### src/kgc_ram.sv
// Generic single-port-write, single-port-read RAM with registered read.
// No dependencies.
`timescale 1ns / 1ps
`default_nettype none
module kgc_ram #(
	parameter int WIDTH = 32,
	parameter int DEPTH = 64
) (
	input wire logic clk,
	input wire logic we,
	input wire logic [$clog2(DEPTH)-1:0] waddr,
	input wire logic [WIDTH-1:0] wdata,
	input wire logic [$clog2(DEPTH)-1:0] raddr,
	output logic [WIDTH-1:0] rdata
);
	logic [WIDTH-1:0] mem [DEPTH];
	// Write and registered read.
	always_ff @(posedge clk) begin
		if (we) mem[waddr] <= wdata;
		rdata <= mem[raddr];
	end
endmodule
`default_nettype wire

### config.mk
export PLATFORM = sky130hd
export DESIGN_NAME = kgc_ram
export DESIGN_NICKNAME = d
export VERILOG_FILES = /design/src/kgc_ram.sv
export SDC_FILE = /design/constraint.sdc
export NUM_CORES = 2
export LEC_CHECK = 0
export ABC_CLOCK_PERIOD_IN_PS = 5200
export BUFFER_PORTS_ARGS = -buffer_cell sky130_fd_sc_hd__buf_2
export CAP_MARGIN = 10
export CORE_MARGIN = 2
export CORE_UTILIZATION = 65
export CTS_BUF_LIST = sky130_fd_sc_hd__clkbuf_2 sky130_fd_sc_hd__clkbuf_4 sky130_fd_sc_hd__clkbuf_8
export CTS_CLUSTER_SIZE = 40
export DETAILED_ROUTE_END_ITERATION = 12
export PLACE_DENSITY = 0.86
export SLEW_MARGIN = 10
export SYNTH_ARGS = -nofsm -noshare
export SYNTH_HDL_FRONTEND = slang
export SYNTH_SLANG_ARGS = --single-unit
### constraint.sdc
create_clock -name clk -period 5.2 [get_ports clk]
set_clock_uncertainty 0.05 [all_clocks]
set_input_delay 0.78 -clock clk [delete_from_list [all_inputs] [get_ports clk]]
set_output_delay 0.78 -clock clk [all_outputs]
set_load 0.03 [all_outputs]
* Word level (Yosys, flattened, before mapping)
Memories as Yosys holds them, arrays and structs flattened. A register that Yosys moved wholly into a read port is not among the register bits.
Cells that the tools add are included.
W data, S select, Z words.
** Word-level totals
- Register bits :: 0
- Memory bits (writable) :: 2048
- Input bits :: 46
- Output and inout port bits :: 32
- Memories kept :: 1
** Operators by class
- Multiplexer cells :: 2
** Memory list
- mem :: words 64, bits a word 32, rd ports 1, clocked after Yosys merged registers in 1, wr ports 1, line 16 : logic [WIDTH-1:0] mem [DEPTH];
** Operators by type and width (count)
- $mux W1 :: 2

* Longest topological paths before layout
- Word-level depth :: 2
- Mapped depth :: 10
- Mapped depth without buffers :: 5

* Worst setup path before layout
OpenSTA, ideal clock, no wires.
- Path type :: input -> register
- Start point :: input port waddr[3]
- End point :: memory mem[48][0], enable pin
- Data arrival time :: 3479 ps
- Setup slack :: 1210 ps
- Cell stages on the path :: 4
- Buffers on the path :: 1
- Cells stage by stage :: clkbuf_1 -> nor2b_1 -> nand4b_1 -> nor3_1
** RTL lines
- start: declaration :: line 11 : input wire logic [$clog2(DEPTH)-1:0] waddr,
- end: declaration :: line 16
No word-level cell before the write port.

==> summary.txt <==
Global route
  – First-pass GRT wire length: 303 mm
  – Antenna violations before repair: 11
  – Total GRT Usage: 0.359
  – Largest net degree at the start of global routing: 75
  – Overflow after GRT: 0
  – Vias in the first global route: 41600

CTS
  – Clock transition at the registers of the reported paths: 0.07 ns
  – Worst skew pair latency: 1.05 ns
  – Post-CTS Hold Buffers: 0
  – Clock Path Buffers: 4
  – TritonCTS Buffers: 323
  – Resize count post-CTS: 0
  – Clock Sinks: 2080
  – CTS tree: yes
  – Clock Tree Root: clkbuf_8
  – Post-CTS Setup Bufs: 0
  – H-tree lvl count: 5

Floorplan
  – Initial Util: 0.655
  – CORE AREA: 120000 um^2
  – Cell Rows: 127
  – DIE AREA: 124000 um^2
  – Die width: 352 um
  – Die height: 352 um
  – Boundary pin count: 78

Timing
  – Fin. max-slew vios: 0
  – Worst setup margin: 1.85 ns
  – Final setup fails: 0
  – Slew HR: 0.0808
  – Worst Tran Pin Value: 1.38 ns
  – Setup TNS: 0 ns
  – Fmax: 299 MHz
  – Endpoints failing hold: 0
  – Final period utilization: 0.644
  – Tmin final: 3.35 ns
  – RSZ-0062 raised after global routing: no

Worst setup path
  – Critical-path cell list: buf_8 > buf_12 > buf_4 > mux4_2 > o22ai_1 > nor2_1 > a21oi_1 > nor2_1
  – Most used cell, CP: nor2_1
  – RR Endpoint: rdata[18]
  – Setup CP Type: in -> reg
  – Crit end category: flip-flop
  – Reg2reg path depth: 4
  – Worst-path fanout max: 74
  – Critical path required time: 6.02 ns
  – Setup crit start kind: primary input
  – Critical path arrival: 4.17 ns
  – R2R Setup Slk: 2.55 ns
  – Slowest cell on crit path: a21oi_1
  – CP peak stage delay: 0.68 ns
  – Worst r2r src: mem[16][18]

Detailed routing
  – Drt first-iter violations: 8346
  – Pre-antenna DRT Iters: 6
  – Uppermost layer routed: met5
  – Metal1 wirelength: 65.2 mm
  – Routed Antenna Nets: 0
  – DRC: 0
  – Via/cell ratio: 7.48
  – Vias: 41400
  – Met3 wire len: 33.6 mm
  – Post-Route WL: 223 mm
  – Drt wl/cell: 40.2 um
  – Met2 Wirelength: 107 mm

Worst hold path
  – Hold EP: mem[35][20]
  – Cell depth of the worst hold path: 1
  – Hold Crit Class: in -> reg
  – Hold Startpoint: wdata[20]

Logic synthesis
  – Synth cell count leaders: edfxtp_1, mux4_2, nor2_1, mux2i_1, o22ai_1
  – Syn Std Cell Area: 78500 um^2
  – Post-synth top flop: edfxtp_1
  – Gate count after technology mapping: 3324
  – Synth warn: 0
  – Post-synth EDFFs: 2048
  – Seq/Total Area, Yosys: 0.791
  – Post-Syn Area per Cell: 23.6 um^2
  – Cell with the most instances after synthesis: edfxtp_1
  – Synthesized flop and latch total: 2080
  – Post-synth top area cell: edfxtp_1
  – Synth area leaders: edfxtp_1, mux4_2, mux2i_1
  – Area share of the largest cell type after synthesis: 0.783
  – Synth async-reset ratio: 0
  – Synth Net Count: 3370
  – Yosys cell types: 34

Power
  – PwrDens: 386 nW/um^2
  – Max IR drop VDD: 0.340 mV
  – Pleak: 0.0277 uW

Place
  – RePlAce Congestion: 0.830
  – Port Buf Inserts: 77
  – DP Worst Slack: 1.01 ns
  – Detailed-placement wirelength estimate: 119 mm

Layout
  – Register Area: 62100 um^2
  – Layout area overhead: 12.2%
  – Layout fillers: 5838
  – Utilization after layout: 0.735
  – Multi-input logic area: 16000 um^2
  – Nets: 3722
  – Share of layout cells above drive strength 1: 0.337

Run
  – Max Cap Viol: 0

Outcome
  – Status: finished clean
[sequential cells by signal, summed over array words and instances, names as in the netlist]
| name | flops |
|---|---|
| rdata | 32 |
| mem | 2048 |
[per-layer routing]
| layer | vias to the layer above | GRT usage |
|---|---|---|
| met4 | 8 | 0.211 |
| met1 | 20600 | 0.457 |
| met3 | 1056 | 0.0947 |
| met5 | - | 0 |
| li1 | 15000 | - |
| met2 | 4694 | 0.567 |
[layout by cell type (no fill, tap or decap), types with 5 or more instances in the layout]
cell,count
buf_12,23
nor2_4,62
o221ai_1,27
clkinvlp_4,11
mux2i_1,93
nor2b_1,15
bufinv_16,7
a311oi_1,8
clkbuf_4,99
edfxtp_1,2048
nand2b_1,7
nor3_1,5
diode_2,6
o22ai_1,84
nand3_1,5
clkinv_1,68
a21oi_1,62
buf_4,115
clkinv_2,32
clkbuf_8,343
mux4_2,544
buf_2,68
nand2_1,26
nor2_1,75
a22oi_1,12
nand3b_1,5
dfxtp_1,32
[layout make-up]
class / instances / share of cell area
antenna: 6 / 0.000171
clock inverter: 122 / 0.00844
timing repair buffer: 209 / 0.0194
tap: 1612 / 0.0229
clock buffer: 442 / 0.0621
multi-input combinational: 1062 / 0.181
sequential: 2080 / 0.706
[worst max-delay path: cells and delay by family]
| family | cells | cell delay [ns] |
|---|---|---|
| buffers and inverters | 3 | 1.55 |
| AO/OA/AOI/OAI | 2 | 0.97 |
| multiplexers | 1 | 0.47 |
| AND/OR/NAND/NOR | 2 | 0.25 |
[stage by stage]
step                      cell area (um^2)  std cells  power, uW  hold WS (ns)
after global routing                 88000       5529      34600         0.172
after global placement               81800       4962      20700         0.773
after detailed placement             81800       4962      20700         0.804
after floorplan                      78500       3324      19900         0.613
after CTS                            88000       5526      33900         0.302
final                                88100       5533      34000         0.177
[where the power goes]
| part | internal [uW] | leakage [uW] | switching (uW) |
|---|---|---|---|
| clock | 7150 | 0.00327 | 6360 |
| sequential | 18600 | 0.0187 | 97.9 |
| combinational | 621 | 0.00576 | 1200 |
[logic make-up after synthesis]
| logic type | count (synthesis) | share of synthesized area |
|---|---|---|
| AOI/OAI and AO/OA | 202 | 0.0167 |
| buffers and inverters | 182 | 0.0113 |
| DFF | 2080 | 0.791 |
| muxes | 637 | 0.168 |
| and+or+nand+nor | 223 | 0.0127 |
[how the worst max path moves through the flow]
stage,from,endpoint,slack [ns],cells after the start
after CTS,raddr[1],rdata[11],2.09,7
final,raddr[1],rdata[0],1.85,8
after global routing,raddr[1],rdata[1],1.89,7
after floorplan,waddr[3],mem[48][0],1.21,4
after detailed placement,raddr[1],rdata[1],1.01,7
after global placement,raddr[1],rdata[1],1.17,7
Power figures use the tool's default switching activity.
