<file path="config.mk">
export PLATFORM = sky130hd
export DESIGN_NAME = kgc_mac
export DESIGN_NICKNAME = d
export VERILOG_FILES = /design/src/kgc_mac.sv
export SDC_FILE = /design/constraint.sdc
export NUM_CORES = 2
export LEC_CHECK = 0
export ABC_CLOCK_PERIOD_IN_PS = 7500
export BUFFER_PORTS_ARGS = -buffer_cell sky130_fd_sc_hd__buf_2
export CAP_MARGIN = 20
export CORE_MARGIN = 2
export CORE_UTILIZATION = 60
export CTS_BUF_LIST = sky130_fd_sc_hd__clkbuf_16
export CTS_CLUSTER_SIZE = 40
export DETAILED_ROUTE_END_ITERATION = 8
export PLACE_DENSITY_LB_ADDON = 0.2
export REMOVE_ABC_BUFFERS = 1
export SETUP_SLACK_MARGIN = 0.15
export SLEW_MARGIN = 10
export SYNTH_ARGS = -nofsm -noshare
export SYNTH_HDL_FRONTEND = slang
export SYNTH_SLANG_ARGS = --single-unit
</file>
<file path="constraint.sdc">
create_clock -name clk -period 7.5 [get_ports clk]
set_input_delay 0.75 -clock clk [delete_from_list [all_inputs] [get_ports clk]]
set_output_delay 0.75 -clock clk [all_outputs]
set_load 0.01 [all_outputs]
</file>
<file path="src/kgc_mac.sv">
// Shared multiply unit: 32x32 product, floor shift by 16, registered.
// No dependencies.
`timescale 1ns / 1ps
`default_nettype none
module kgc_mac (
	input wire logic clk,
	input wire logic signed [31:0] a,
	input wire logic signed [31:0] b,
	output logic signed [47:0] prod_s1
);
	logic signed [63:0] p;
	assign p = 64'(a) * 64'(b);
	// Arithmetic shift is floor division by 65536.
	always_ff @(posedge clk) prod_s1 <= 48'(p >>> 16);
endmodule
`default_nettype wire

</file>
Yosys cells after proc, flatten, opt, wreduce, memory -nomap -nowiden
Cells that the tools add are included.
Word-level totals
  bits in registers: 48
  memories: 0
  output and inout port bits: 48
  ROM bits: 0
  RAM bits: 0
  latch bits: 0
Cells by class
  bitwise logic cells: 0
  equal/unequal tests: 0
  shifts and indexed selects: 0
  reductions and logical operators: 0
  $mul: 1
  magnitude comparators: 0
  muxes and demuxes: 0
  divide/modulo/power cells: 0
  add/sub/neg operators: 0
Operators with widths (count)
  $mul A32 B32 Y64: 1

Logic depth before layout (Yosys ltp)
  depth in word-level cells: 1
  depth in mapped cells: 27

Least setup slack after synthesis
No wires, ideal clock.
  path kind: in2reg
  from: input port a[31]
  to: register prod_s1[47]
  stages on the path: 27
  setup slack: -0.473 ns
  library setup time: 0.121 ns
  arrival time: 7.852 ns
  cells stage by stage: clkbuf_1 > nand2_1 > inv_1 > fa_1 > inv_1 > fa_1 > inv_1 > fa_1 > fa_1 > inv_1 > fa_1 > inv_1 > fa_1 > inv_1 > fa_1 > inv_1 > fa_1 > ha_1 > a21oi_1 > o211a_1 > o31ai_1 > a221oi_1 > a21oi_1 > o21ai_0 > o21ai_1 > o41a_1 > xnor2_1
Between the ends
  longest elaborated chain between the ends: 1
Ends and longest elaborated chain
  from (decl): line 7  | input wire logic signed [31:0] a,
  $mul A32 B32 Y64: line 12  | assign p = 64'(a) * 64'(b);
  named net p[63]: line 11  | logic signed [63:0] p;
  to (signal assigned): line 14  | always_ff @(posedge clk) prod_s1 <= 48'(p >>> 16);
  to (decl): line 9  | output logic signed [47:0] prod_s1
The timed path passes the listed nets, and every way through them passes these cells.

Worst setup path in the final report
  from: input port a[5]
  to: register prod_s1[28]
Same word-level chain as after synthesis.

==> impl_metrics.json <==
{
  "yosys_warnings": 0,
  "slew_viol_final": 0,
  "path_max_fanout": 5,
  "cts_root_buffer": "clkbuf_16",
  "fill_cells": 4346,
  "rsz0062_at_grt": "yes",
  "cp.required_ps": 7710,
  "clock_sinks": 48,
  "grt_pass1_vias": 28998,
  "antenna_found_initial": 0,
  "post_synth_num_cell_types": 54,
  "regMostFlops": "prod_s1",
  "worstPathArrival_ps": 7660,
  "final_cells": 4958,
  "ant_nets": 0,
  "multiInputGateArea_mm2": 0.03210,
  "place_hpwl_um": 83850,
  "first_iter_violations": 1740,
  "drt_first_pass_iters": 6,
  "cts_buffers": 5,
  "min_period_ps": 7452,
  "ios": 113,
  "maxCapViolations": 0,
  "tightest_slew_ps": 664.0,
  "slew_headroom_pct": 55.66,
  "final_cell_mix": "fa_1, inv_1, nand2_1",
  "start_util_pct": 60.59,
  "num_vias": 26587,
  "timing.final.crit_share_pct": 99.36,
  "synthCells": 3820,
  "stdcell_area_mm2": 0.04275,
  "gp_congestion": 0.9377,
  "fin_nets": 5501,
  "critPathCaptureType": "flip-flop",
  "synth_ff_type": "dfxtp_1",
  "finalHoldViolations": 0,
  "wl_per_cell_um": 19.59,
  "cp_slowest_cell": "fa_1",
  "grt_max_degree": 27,
  "die_area_mm2": 0.06283,
  "layout_commonest_cell": "fa_1",
  "holdCritPathClass": "flip-flop to primary output",
  "synth_edf_count": 0,
  "viasPerCell": 5.362,
  "ff_latch_area_um2": 960.9,
  "status": "finished clean",
  "timing.fmax_ghz": 0.1342,
  "syn_to_final_growth_pct": 17.10,
  "gr-total-overflow": 0,
  "worst-path-buf-inv": 8,
  "syn_area_mm2": 0.03650,
  "cts.htree.levels": 2,
  "startpoint_type": "input port",
  "coreArea_mm2": 0.06025,
  "async_flop_share_pct": 0,
  "cts_tree": "built",
  "ctsHoldBuffers": 0,
  "drc": 0,
  "max_stage_delay_ps": 590,
  "io_buffer_count": 112,
  "clk_pin_slew_ps": 70,
  "rows": 90,
  "gr-usage-all-layers_pct": 32.07,
  "placed_cell_area_mm2": 0.04088,
  "syn_avg_cell_area_um2": 9.556,
  "cpMostUsedCell": "fa_1",
  "clk_path_buf_depth": 2,
  "largestRegisters": "prod_s1 x48",
  "wirelength_um": 97130,
  "drive_gt1_share_pct": 17.98,
  "antenna_cells": 0,
  "yosys_register_bits": 48,
  "path_class": "input port to flip-flop",
  "die_h_um": 250.7,
  "cp_top_family": "adder cells",
  "dieWidth_um": 250.7,
  "ys_seq_area_share_pct": 2.632,
  "dp.cells": 4920,
  "grt_pass1_wl_um": 157300,
  "hold-worst-slack_ps": 1462,
  "finalSetupViolations": 0,
  "largest_reg_flops": 48
}
metal layers:
| metal | part of all wire [%] | vias up | global-route usage, % |
|---|---|---|---|
| met2 | 45 | 1064 | 48.33 |
| met3 | 10 | 106 | 7.472 |
| met4 | 1.5 | 0 | 3.901 |
| li1 | - | 11508 | - |
| met1 | 43 | 13909 | 49.23 |
| met5 | 0 | - | 0 |
cell type report:
cell class | instances | area share [%]
sequential | 48 | 2.248
clock inverter | 3 | 0.1610
tap | 782 | 2.289
timing repair buffer | 553 | 11.58
clock buffer | 5 | 0.2927
multi-input combinational | 2617 | 75.09
inverter | 950 | 8.342
synthesized netlist by cell type, drive strengths merged, types with 2 or more instances:
| cell type | instances | area share, % |
|---|---|---|
| o21a | 6 | 0.12 |
| and2 | 513 | 8.8 |
| nor2b | 4 | 0.069 |
| o211a | 3 | 0.082 |
| ha | 180 | 6.2 |
| xnor2 | 40 | 0.96 |
| nand4 | 14 | 0.24 |
| nor3 | 7 | 0.096 |
| xor2 | 23 | 0.55 |
| and4 | 2 | 0.048 |
| o21ai | 30 | 0.43 |
| a21o | 21 | 0.43 |
| o211ai | 3 | 0.062 |
| o2111ai | 3 | 0.072 |
| nand2b | 12 | 0.21 |
| or3b | 2 | 0.048 |
| clkbuf | 201 | 2.1 |
| a211o | 2 | 0.048 |
| o311ai | 2 | 0.048 |
| a221oi | 3 | 0.072 |
| o21bai | 8 | 0.16 |
| o31ai | 5 | 0.15 |
| buf | 4 | 0.041 |
| a211oi | 5 | 0.10 |
| a21oi | 48 | 0.66 |
| dfxtp | 48 | 2.6 |
| o22ai | 2 | 0.034 |
| nor2 | 46 | 0.47 |
| and3 | 7 | 0.12 |
| nand4b | 3 | 0.072 |
| a311oi | 2 | 0.048 |
| nand2 | 513 | 5.3 |
| o221ai | 2 | 0.048 |
| fa | 1081 | 59 |
| inv | 950 | 9.8 |
| nand3 | 12 | 0.16 |
| nor4 | 3 | 0.051 |
worst paths after layout:
check	start	depth (start not counted)	to	slack, ps
max	a[5]	25	prod_s1[28]	50
min	prod_s1[14]	1	prod_s1[14]	1460
through the flow:
| step | util, % | setup slack [ps] | setup TNS, ps |
|---|---|---|---|
| CTS | 68.88 | 121.2 | 0 |
| floorplan | - | -234.5 | -531.2 |
| global placement | 67.86 | -412.1 | -7574 |
| detailed placement | 67.86 | -450.9 | -8955 |
| global route | 70.95 | -84.21 | -361.3 |
| finish | 70.95 | 47.83 | 0 |
kinds of logic (layout without fill, tap and decap cells):
logic type	count (synthesis)	in the layout	synth area share [%]
adder cells (fa/ha/maj)	1261	1261	65.45
buffers and inverters	1155	1511	11.88
AND/OR/NAND/NOR	1140	1140	15.70
AO/OA/AOI/OAI	153	153	2.824
XOR/XNOR	63	63	1.512
flip-flops	48	48	2.632
what timing repair did:
| action | in CTS | in global routing |
|---|---|---|
| gates cloned | 0 | 7 |
| endpoints found under the hold margin | 0 | 0 |
| setup endpoints to repair | 31 | 33 |
| pin swaps | 45 | 149 |
| buffers inserted | 7 | 16 |
| gates resized for setup | 95 | 271 |
Power is left out: the tool's default activity adds up to more than one toggle a clock period on the data nets, which glitch-free logic cannot reach.
