**src/kgc_pkg.sv**
```systemverilog
// Package for the Kalman gain compute unit: sizes, sequencer states, helpers.
// No dependencies.
`timescale 1ns / 1ps
`default_nettype none
package kgc_pkg;
	localparam int NUM_STATES_DEF = 7;
	localparam int NUM_MEAS_DEF = 9;
	localparam int VAL_W = 32;
	localparam logic signed [31:0] ONE_Q16 = 32'sd65536;

	typedef enum logic [1:0] {
		MODE_LOAD_H = 2'd0,
		MODE_LOAD_P = 2'd1,
		MODE_LOAD_R = 2'd2,
		MODE_COMPUTE = 2'd3
	} mode_t;

	typedef enum logic [4:0] {
		ST_IDLE,
		ST_HP_RD,   // issue reads for one H*P term
		ST_HP_ACC,
		ST_HP_WR,
		ST_S_RD,
		ST_S_ACC,
		ST_S_WR,
		ST_INV_INIT,
		ST_PIV_RD,
		ST_PIV_CMP,
		ST_PIV_CHK,
		ST_SWP_RD,
		ST_SWP_WR,
		ST_NRM_RD,
		ST_NRM_DIV,
		ST_NRM_WR,
		ST_ELM_RDF,
		ST_ELM_F,
		ST_ELM_RD,
		ST_ELM_WR,
		ST_T_RD,
		ST_T_ACC,
		ST_T_WR,
		ST_K_RD,
		ST_K_ACC,
		ST_K_OUT,
		ST_K_WAIT
	} state_t;

	// Saturate a 64-bit value to 32 bits.
	function automatic logic signed [31:0] sat32(input logic signed [63:0] v);
		if (v > 64'sd2147483647) return 32'sh7fffffff;
		if (v < -64'sd2147483648) return 32'sh80000000;
		return v[31:0];
	endfunction
endpackage
`default_nettype wire

```
**src/kgc_divider.sv**
```systemverilog
// Restoring divider: signed (a*65536)/b truncated toward zero, saturated.
// Depends on kgc_pkg.
`timescale 1ns / 1ps
`default_nettype none
module kgc_divider (
	input wire logic clk,
	input wire logic arst_n,
	input wire logic start,
	input wire logic signed [31:0] num,
	input wire logic signed [31:0] den,
	output logic done,
	output logic signed [31:0] quo
);
	logic [47:0] n_q;
	logic [31:0] d_q;
	logic [48:0] rem_q;
	logic [47:0] qb_q;
	logic [5:0] cnt_q;
	logic neg_q;
	logic busy_q;
	logic [48:0] trial;
	logic signed [63:0] sres;

	assign trial = {rem_q[47:0], n_q[47]} - {17'd0, d_q};
	assign sres = neg_q ? -$signed({16'd0, qb_q}) : $signed({16'd0, qb_q});

	// One quotient bit per cycle.
	always_ff @(posedge clk or negedge arst_n) begin
		if (!arst_n) begin
			busy_q <= 1'b0;
			done <= 1'b0;
			cnt_q <= '0;
		end else begin
			done <= 1'b0;
			if (start) begin
				busy_q <= 1'b1;
				cnt_q <= 6'd48;
			end else if (busy_q) begin
				cnt_q <= cnt_q - 6'd1;
				if (cnt_q == 6'd1) begin
					busy_q <= 1'b0;
					done <= 1'b1;
				end
			end
		end
	end

	always_ff @(posedge clk) begin
		if (start) begin
			n_q <= {(num[31] ? 32'(-num) : 32'(num)), 16'd0};
			d_q <= den[31] ? 32'(-den) : 32'(den);
			neg_q <= num[31] ^ den[31];
			rem_q <= '0;
			qb_q <= '0;
		end else if (busy_q) begin
			n_q <= {n_q[46:0], 1'b0};
			if (!trial[48]) begin
				rem_q <= trial;
				qb_q <= {qb_q[46:0], 1'b1};
			end else begin
				rem_q <= {rem_q[47:0], n_q[47]};
				qb_q <= {qb_q[46:0], 1'b0};
			end
		end
	end

	assign quo = kgc_pkg::sat32(sres);
endmodule
`default_nettype wire

```
**config.mk**
```make
export PLATFORM = sky130hd
export DESIGN_NAME = kgc_divider
export DESIGN_NICKNAME = d
export VERILOG_FILES = /design/src/kgc_pkg.sv /design/src/kgc_divider.sv
export SDC_FILE = /design/constraint.sdc
export NUM_CORES = 1
export LEC_CHECK = 0
export BUFFER_PORTS_ARGS = -buffer_cell sky130_fd_sc_hd__clkbuf_2
export CAP_MARGIN = 10
export CORE_MARGIN = 4
export CORE_UTILIZATION = 45
export CTS_CLUSTER_SIZE = 40
export DETAILED_ROUTE_END_ITERATION = 10
export GPL_TIMING_DRIVEN = 0
export SYNTH_ARGS = -nofsm -noshare
export SYNTH_HDL_FRONTEND = slang
export SYNTH_SLANG_ARGS = --single-unit
```
**constraint.sdc**
```tcl
create_clock -name clk -period 4.9 [get_ports clk]
set_clock_uncertainty 0.1 [all_clocks]
set_input_delay 0.49 -clock clk [delete_from_list [all_inputs] [get_ports clk]]
set_output_delay 0.49 -clock clk [all_outputs]
set_load 0.02 [all_outputs]
```
# Word level (Yosys, flattened, before mapping)
# Index checks and enable logic that the tools add are counted.
[word_totals]
ff_bits = 169
latchBits = 0
mem_bits_rw = 0
romBits = 0
inputBits = 67
memories = 0
[classes]
n_addsub = 5
mul = 0
div = 0
magnitude_cmp = 2
n_eq_ne = 1
shifts = 0
muxes = 22
bitwise = 1
reduce_logical = 1
[ops]
columns = ["operator", "n"]
rows = [
  ["$mux W32", 5],
  ["$mux W48", 3],
  ["$gt A64 B32 Y1 const B", 1],
  ["$lt A64 B32 Y1 const B", 1],
  ["$mux W64", 1],
  ["$neg A32 Y32", 2],
  ["$neg A48 Y64", 1],
  ["$sub A49 B32 Y49", 1],
  ["$mux W31", 1],
  ["$mux W6", 2],
  ["$mux W1", 10],
  ["$eq A6 B1 Y1 const B", 1],
  ["$sub A6 B1 Y6 const B", 1],
  ["$reduce_bool A2 Y1", 1],
  ["$xor A1 B1 Y1", 1],
]

# Depth between registers and ports, before layout
[logic_depth]
depth_word = 7
ltp_mapped = 13
ltp_nobuf = 12

# Least setup slack after synthesis
# No wires, ideal clock.
[synth_timing]
path_kind = "reg2out"
start = "reg qb_q[0]"
end = "out quo[22]"
arrival_ns = 3.732
t_required_ns = 4.310
setup_slack_ns = 0.578
stages_incl_launch_ff = 13
n_path_buf = 1
path_cell_list = "dfxtp_1 -> inv_1 -> ha_1 -> or4b_2 -> nor4_2 -> nand3_1 -> o41a_1 -> xnor2_1 -> or4_1 -> a2111oi_0 -> a21oi_1 -> clkbuf_1 -> o21ai_1"
[synth_via]
elab_chain_len = 7
elab_cells_between_ends = 10
cone_classes = "add/sub (1); order compare (2); mux (7)"
[synth_rtl]
columns = ["element", "line_no", "text"]
rows = [
  ["start, declared", "kgc_divider.sv:17", "logic [47:0] qb_q;"],
  ["start signal, assigned", "kgc_divider.sv:59", "qb_q <= {qb_q[46:0], 1'b1};"],
  ["start signal, assigned", "kgc_divider.sv:62", "qb_q <= {qb_q[46:0], 1'b0};"],
  ["$neg A48 Y64", "kgc_divider.sv:25", "assign sres = neg_q ? -$signed({16'd0, qb_q}) : $signed({16'd0, qb_q});"],
  ["$mux W64 *", "kgc_divider.sv:25", ""],
  ["$lt A64 B32 Y1", "kgc_pkg.sv:51", "if (v < -64'sd2147483648) return 32'sh80000000;"],
  ["$mux W1 (2 in a row)", "kgc_pkg.sv:51", ""],
  ["$mux W32", "kgc_pkg.sv:52", "return v[31:0];"],
  ["$mux W32 *", "kgc_pkg.sv:51", ""],
  ["end, declared", "kgc_divider.sv:12", "output logic signed [31:0] quo"],
]
# Mark *: on every way between the ends. The rest lies on a longest branch, timed or not. The select of a mux whose other input is x is not followed.

# Final worst setup path
[layout_timing]
start = "reg qb_q[25]"
end = "out quo[0]"
# The elaborated chain is that of the path after synthesis.

==> results.sh <==
export IMPL_required_ps=4310
export IMPL_drt_iter0_markers=758
export IMPL_cp_end_kind="primary output"
export IMPL_criticalPathCategory="reg -> out"
export IMPL_timing_final_crit_share=0.985
export IMPL_die_w_um=169
export IMPL_hpwl_um=23000
export IMPL_antenna_found_initial=0
export IMPL_clk_path_buf_depth=2
export IMPL_die_h_um=169
export IMPL_post_route_cell_area_um2=13600
export IMPL_outcome="complete, no violations"
export IMPL_final_max_slew_violation_count=0
export IMPL_cp_start_kind="register"
export IMPL_n_antenna_cell=0
export IMPL_grt_pass1_vias=10000
export IMPL_ctsHtreeMaxLevel=4
export IMPL_initial_core_util=0.460
export IMPL_totalWireLength_um=31300
export IMPL_worst_skew_pair_late_latency_ps=440
export IMPL_synth_distinct_cells=81
export IMPL_viasPerCell=5.71
export IMPL_finalSetupTns_ps=0
export IMPL_yosysWarnings=0
export IMPL_yosys_register_bits=169
export IMPL_netlist_area_um2=11700
export IMPL_ant_nets=0
export IMPL_worstPathArrival_ps=4240
export IMPL_vias=10700
export IMPL_ir_worst_vdd_uv=269
export IMPL_gp_congestion=0.928
export IMPL_p_leak_nw=5.77
export IMPL_crit_fanout=8
export IMPL_worst_slew_pin_slew_ps=1040
export IMPL_synth_edf_count=65
export IMPL_dr_pass1_iters=5
export IMPL_place_area_um2=12600
export IMPL_synth_ff_type="dfxtp_1"
export IMPL_cts_buffers=17
export IMPL_seq_area_um2=4070
export IMPL_fin_nets=1629
export IMPL_syn_nets=1496
export IMPL_hold_violations=0
export IMPL_finalSetupViolCount=0
export IMPL_track_usage=0.216
export IMPL_port_buffers=99
export IMPL_cts_tree="yes"
export IMPL_hp_class="in -> reg"
export IMPL_async_reset_ff_frac=0.0473
export IMPL_wire_per_inst_um=16.8
export IMPL_period_minus_slack_ps=4830
export IMPL_rsz0062_at_grt="false"
export IMPL_slew_headroom=0.308
export IMPL_drive_above_1_share=0.140
export IMPL_top_usage_layer="met1"
export IMPL_coreArea_um2=25400
export IMPL_max_cap_violations=0
export IMPL_nFillCells=2423
export IMPL_seq_area_frac_synth=0.348
export IMPL_clock_sinks=169
export IMPL_num_io_pins=100
export IMPL_cts_root_buffer="clkbuf_16"
export IMPL_multi_input_area_um2=7080
export IMPL_grt_pass1_wl_um=51100
export IMPL_rows=58
export IMPL_syn_inst=1391
export IMPL_grt_max_degree=39
export IMPL_syn_to_final_growth_pct=16.0
export IMPL_overflow=0
export IMPL_met1_usage=0.326
export IMPL_cellPowerDensity_nw_per_um2=514
export IMPL_fmax_mhz=207
export IMPL_grt_use_met3=0.0373
export IMPL_drc=0
export IMPL_die_area_um2=28600
export IMPL_syn_area_per_cell_um2=8.40
export IMPL_clk_pin_slew_ps=70
export IMPL_met2_usage=0.324
## power breakdown
part           internal (mW)  total, mW  switching, mW
Combinational           1.39       3.55           2.15
Clock                  0.910       1.53          0.620
Sequential              1.71       1.89          0.178
## state kept, by name, summed over array words and instances (netlist names)
register	flops
qb_q	48
neg_q	1
cnt_q	6
d_q	32
busy_q	1
rem_q	48
done	1
n_q	32
## critical path: stages (launching register included)
cell,delay [ps]
dfxtp_1,300
buf_2,160
or4_4,560
nor4_4,410
nand2b_1,180
o41a_1,440
xnor2_1,150
or4_4,530
a2111oi_4,340
a21oi_4,180
buf_8,200
o21ai_2,150
clkbuf_4,200
## path summary, 6_finish.rpt
check | from | end | slack [ps] | cells after the start
worst max-delay path | qb_q[25]$_SDFFE_PP0P_ | quo[0] | 70 | 12
max in group asynchronous | arst_n | cnt_q[5]$_DFFE_PN0P_ | 4140 | 2
min in group asynchronous | arst_n | cnt_q[2]$_DFFE_PN0P_ | 350 | 2
worst min-delay path | den[0] | d_q[0]$_DFFE_PP_ | 180 | 1
worst min register to register | rem_q[26]$_SDFFE_PP0P_ | rem_q[27]$_SDFFE_PP0P_ | 400 | 2
worst max register to register | rem_q[33]$_SDFFE_PP0P_ | rem_q[23]$_SDFFE_PP0P_ | 640 | 11
## layout by cell type, fill, tap and decap left out, drive strengths merged, types with 12 or more instances in the layout
| master | netlist | final |
|---|---|---|
| buf | 25 | 55 |
| nor3 | 24 | 24 |
| or2 | 12 | 12 |
| xor2 | 71 | 71 |
| ha | 37 | 37 |
| nand2b | 12 | 12 |
| o21a | 12 | 12 |
| o41ai | 20 | 20 |
| dfxtp | 96 | 96 |
| nand4 | 16 | 16 |
| a21oi | 68 | 68 |
| a211oi | 19 | 19 |
| edfxtp | 65 | 65 |
| or4 | 24 | 24 |
| o21ai | 96 | 96 |
| xnor2 | 59 | 59 |
| or3 | 19 | 19 |
| nor4 | 23 | 23 |
| inv | 59 | 63 |
| o31ai | 29 | 29 |
| nand2 | 123 | 123 |
| nor2 | 183 | 183 |
| nand3 | 25 | 25 |
| mux2i | 49 | 49 |
| clkbuf | 68 | 168 |
| a311oi | 40 | 40 |
## stage by stage
| stage | hold WS [ps] | util | total power [mW] | std cells | setup WS, ps |
|---|---|---|---|---|---|
| 6_report | 183 | 0.534 | 6.96 | 1867 | 72.8 |
| 2_1_floorplan | 94.4 | - | 4.39 | 1391 | 578 |
| 5_1_grt | 173 | 0.534 | 7.45 | 1867 | 2.03 |
| 3_3_place_gp | 268 | 0.496 | 5.23 | 1820 | -78.4 |
| 3_5_place_dp | 267 | 0.496 | 5.27 | 1820 | -97.8 |
| 4_1_cts | 170 | 0.530 | 6.92 | 1862 | 2.25 |
## cells by family (layout without fill, tap and decap cells)
group / after synthesis / in the layout / synth area share
flip-flops: 169 / 169 / 0.348
multiplexers: 50 / 50 / 0.0429
adder cells (fa/ha/maj): 38 / 38 / 0.0413
AO/OA/AOI/OAI: 351 / 351 / 0.205
XOR/XNOR: 130 / 130 / 0.0974
AND/OR/NAND/NOR: 500 / 500 / 0.208
buffers and inverters: 153 / 299 / 0.0569
## layout make-up
cell class,instances,area share
plain buffers,92,0.0343
repair buffers,115,0.0482
flip-flops and latches,169,0.301
clock inverters,15,0.0163
clock buffers,17,0.0314
well taps,330,0.0305
multi-input cells,1069,0.522
inverters,60,0.0166
## synthesized netlist by cell type, types with 15 or more instances
cell type  number  area (um^2)
o21ai_1        30          150
nor4_1         20          125
a211oi_1       19          143
ha_1           37          463
dfxtp_1        96         1920
nand4_1        15         93.8
xnor2_1        59          517
nand2_1       123          462
a21oi_1        68          340
o41ai_1        18          158
nand3_1        25          125
or3_1          19          119
or4_1          19          143
a311oi_1       40          350
o21ai_0        64          320
o31ai_1        29          218
inv_1          59          221
xor2_1         71          622
clkbuf_1       64          240
edfxtp_1       65         1950
mux2i_1        49          490
nor2_1        183          687
nor3_1         24          120
## metal layers
metal,wire length (um),vias to the layer above
li1,-,5330
met1,15900,5044
met2,13500,272
met3,1670,21
met4,257,0
met5,0,-
## timing repair
item / CTS / global route
hold buffers: 1 / 0
setup endpoints to repair: 31 / 31
pin swaps: 5 / 9
buffers inserted: 8 / 5
gates cloned: 1 / 1
hold endpoints to repair: 8 / 0
gates resized for setup: 28 / 29
Power figures use the tool's default switching activity.
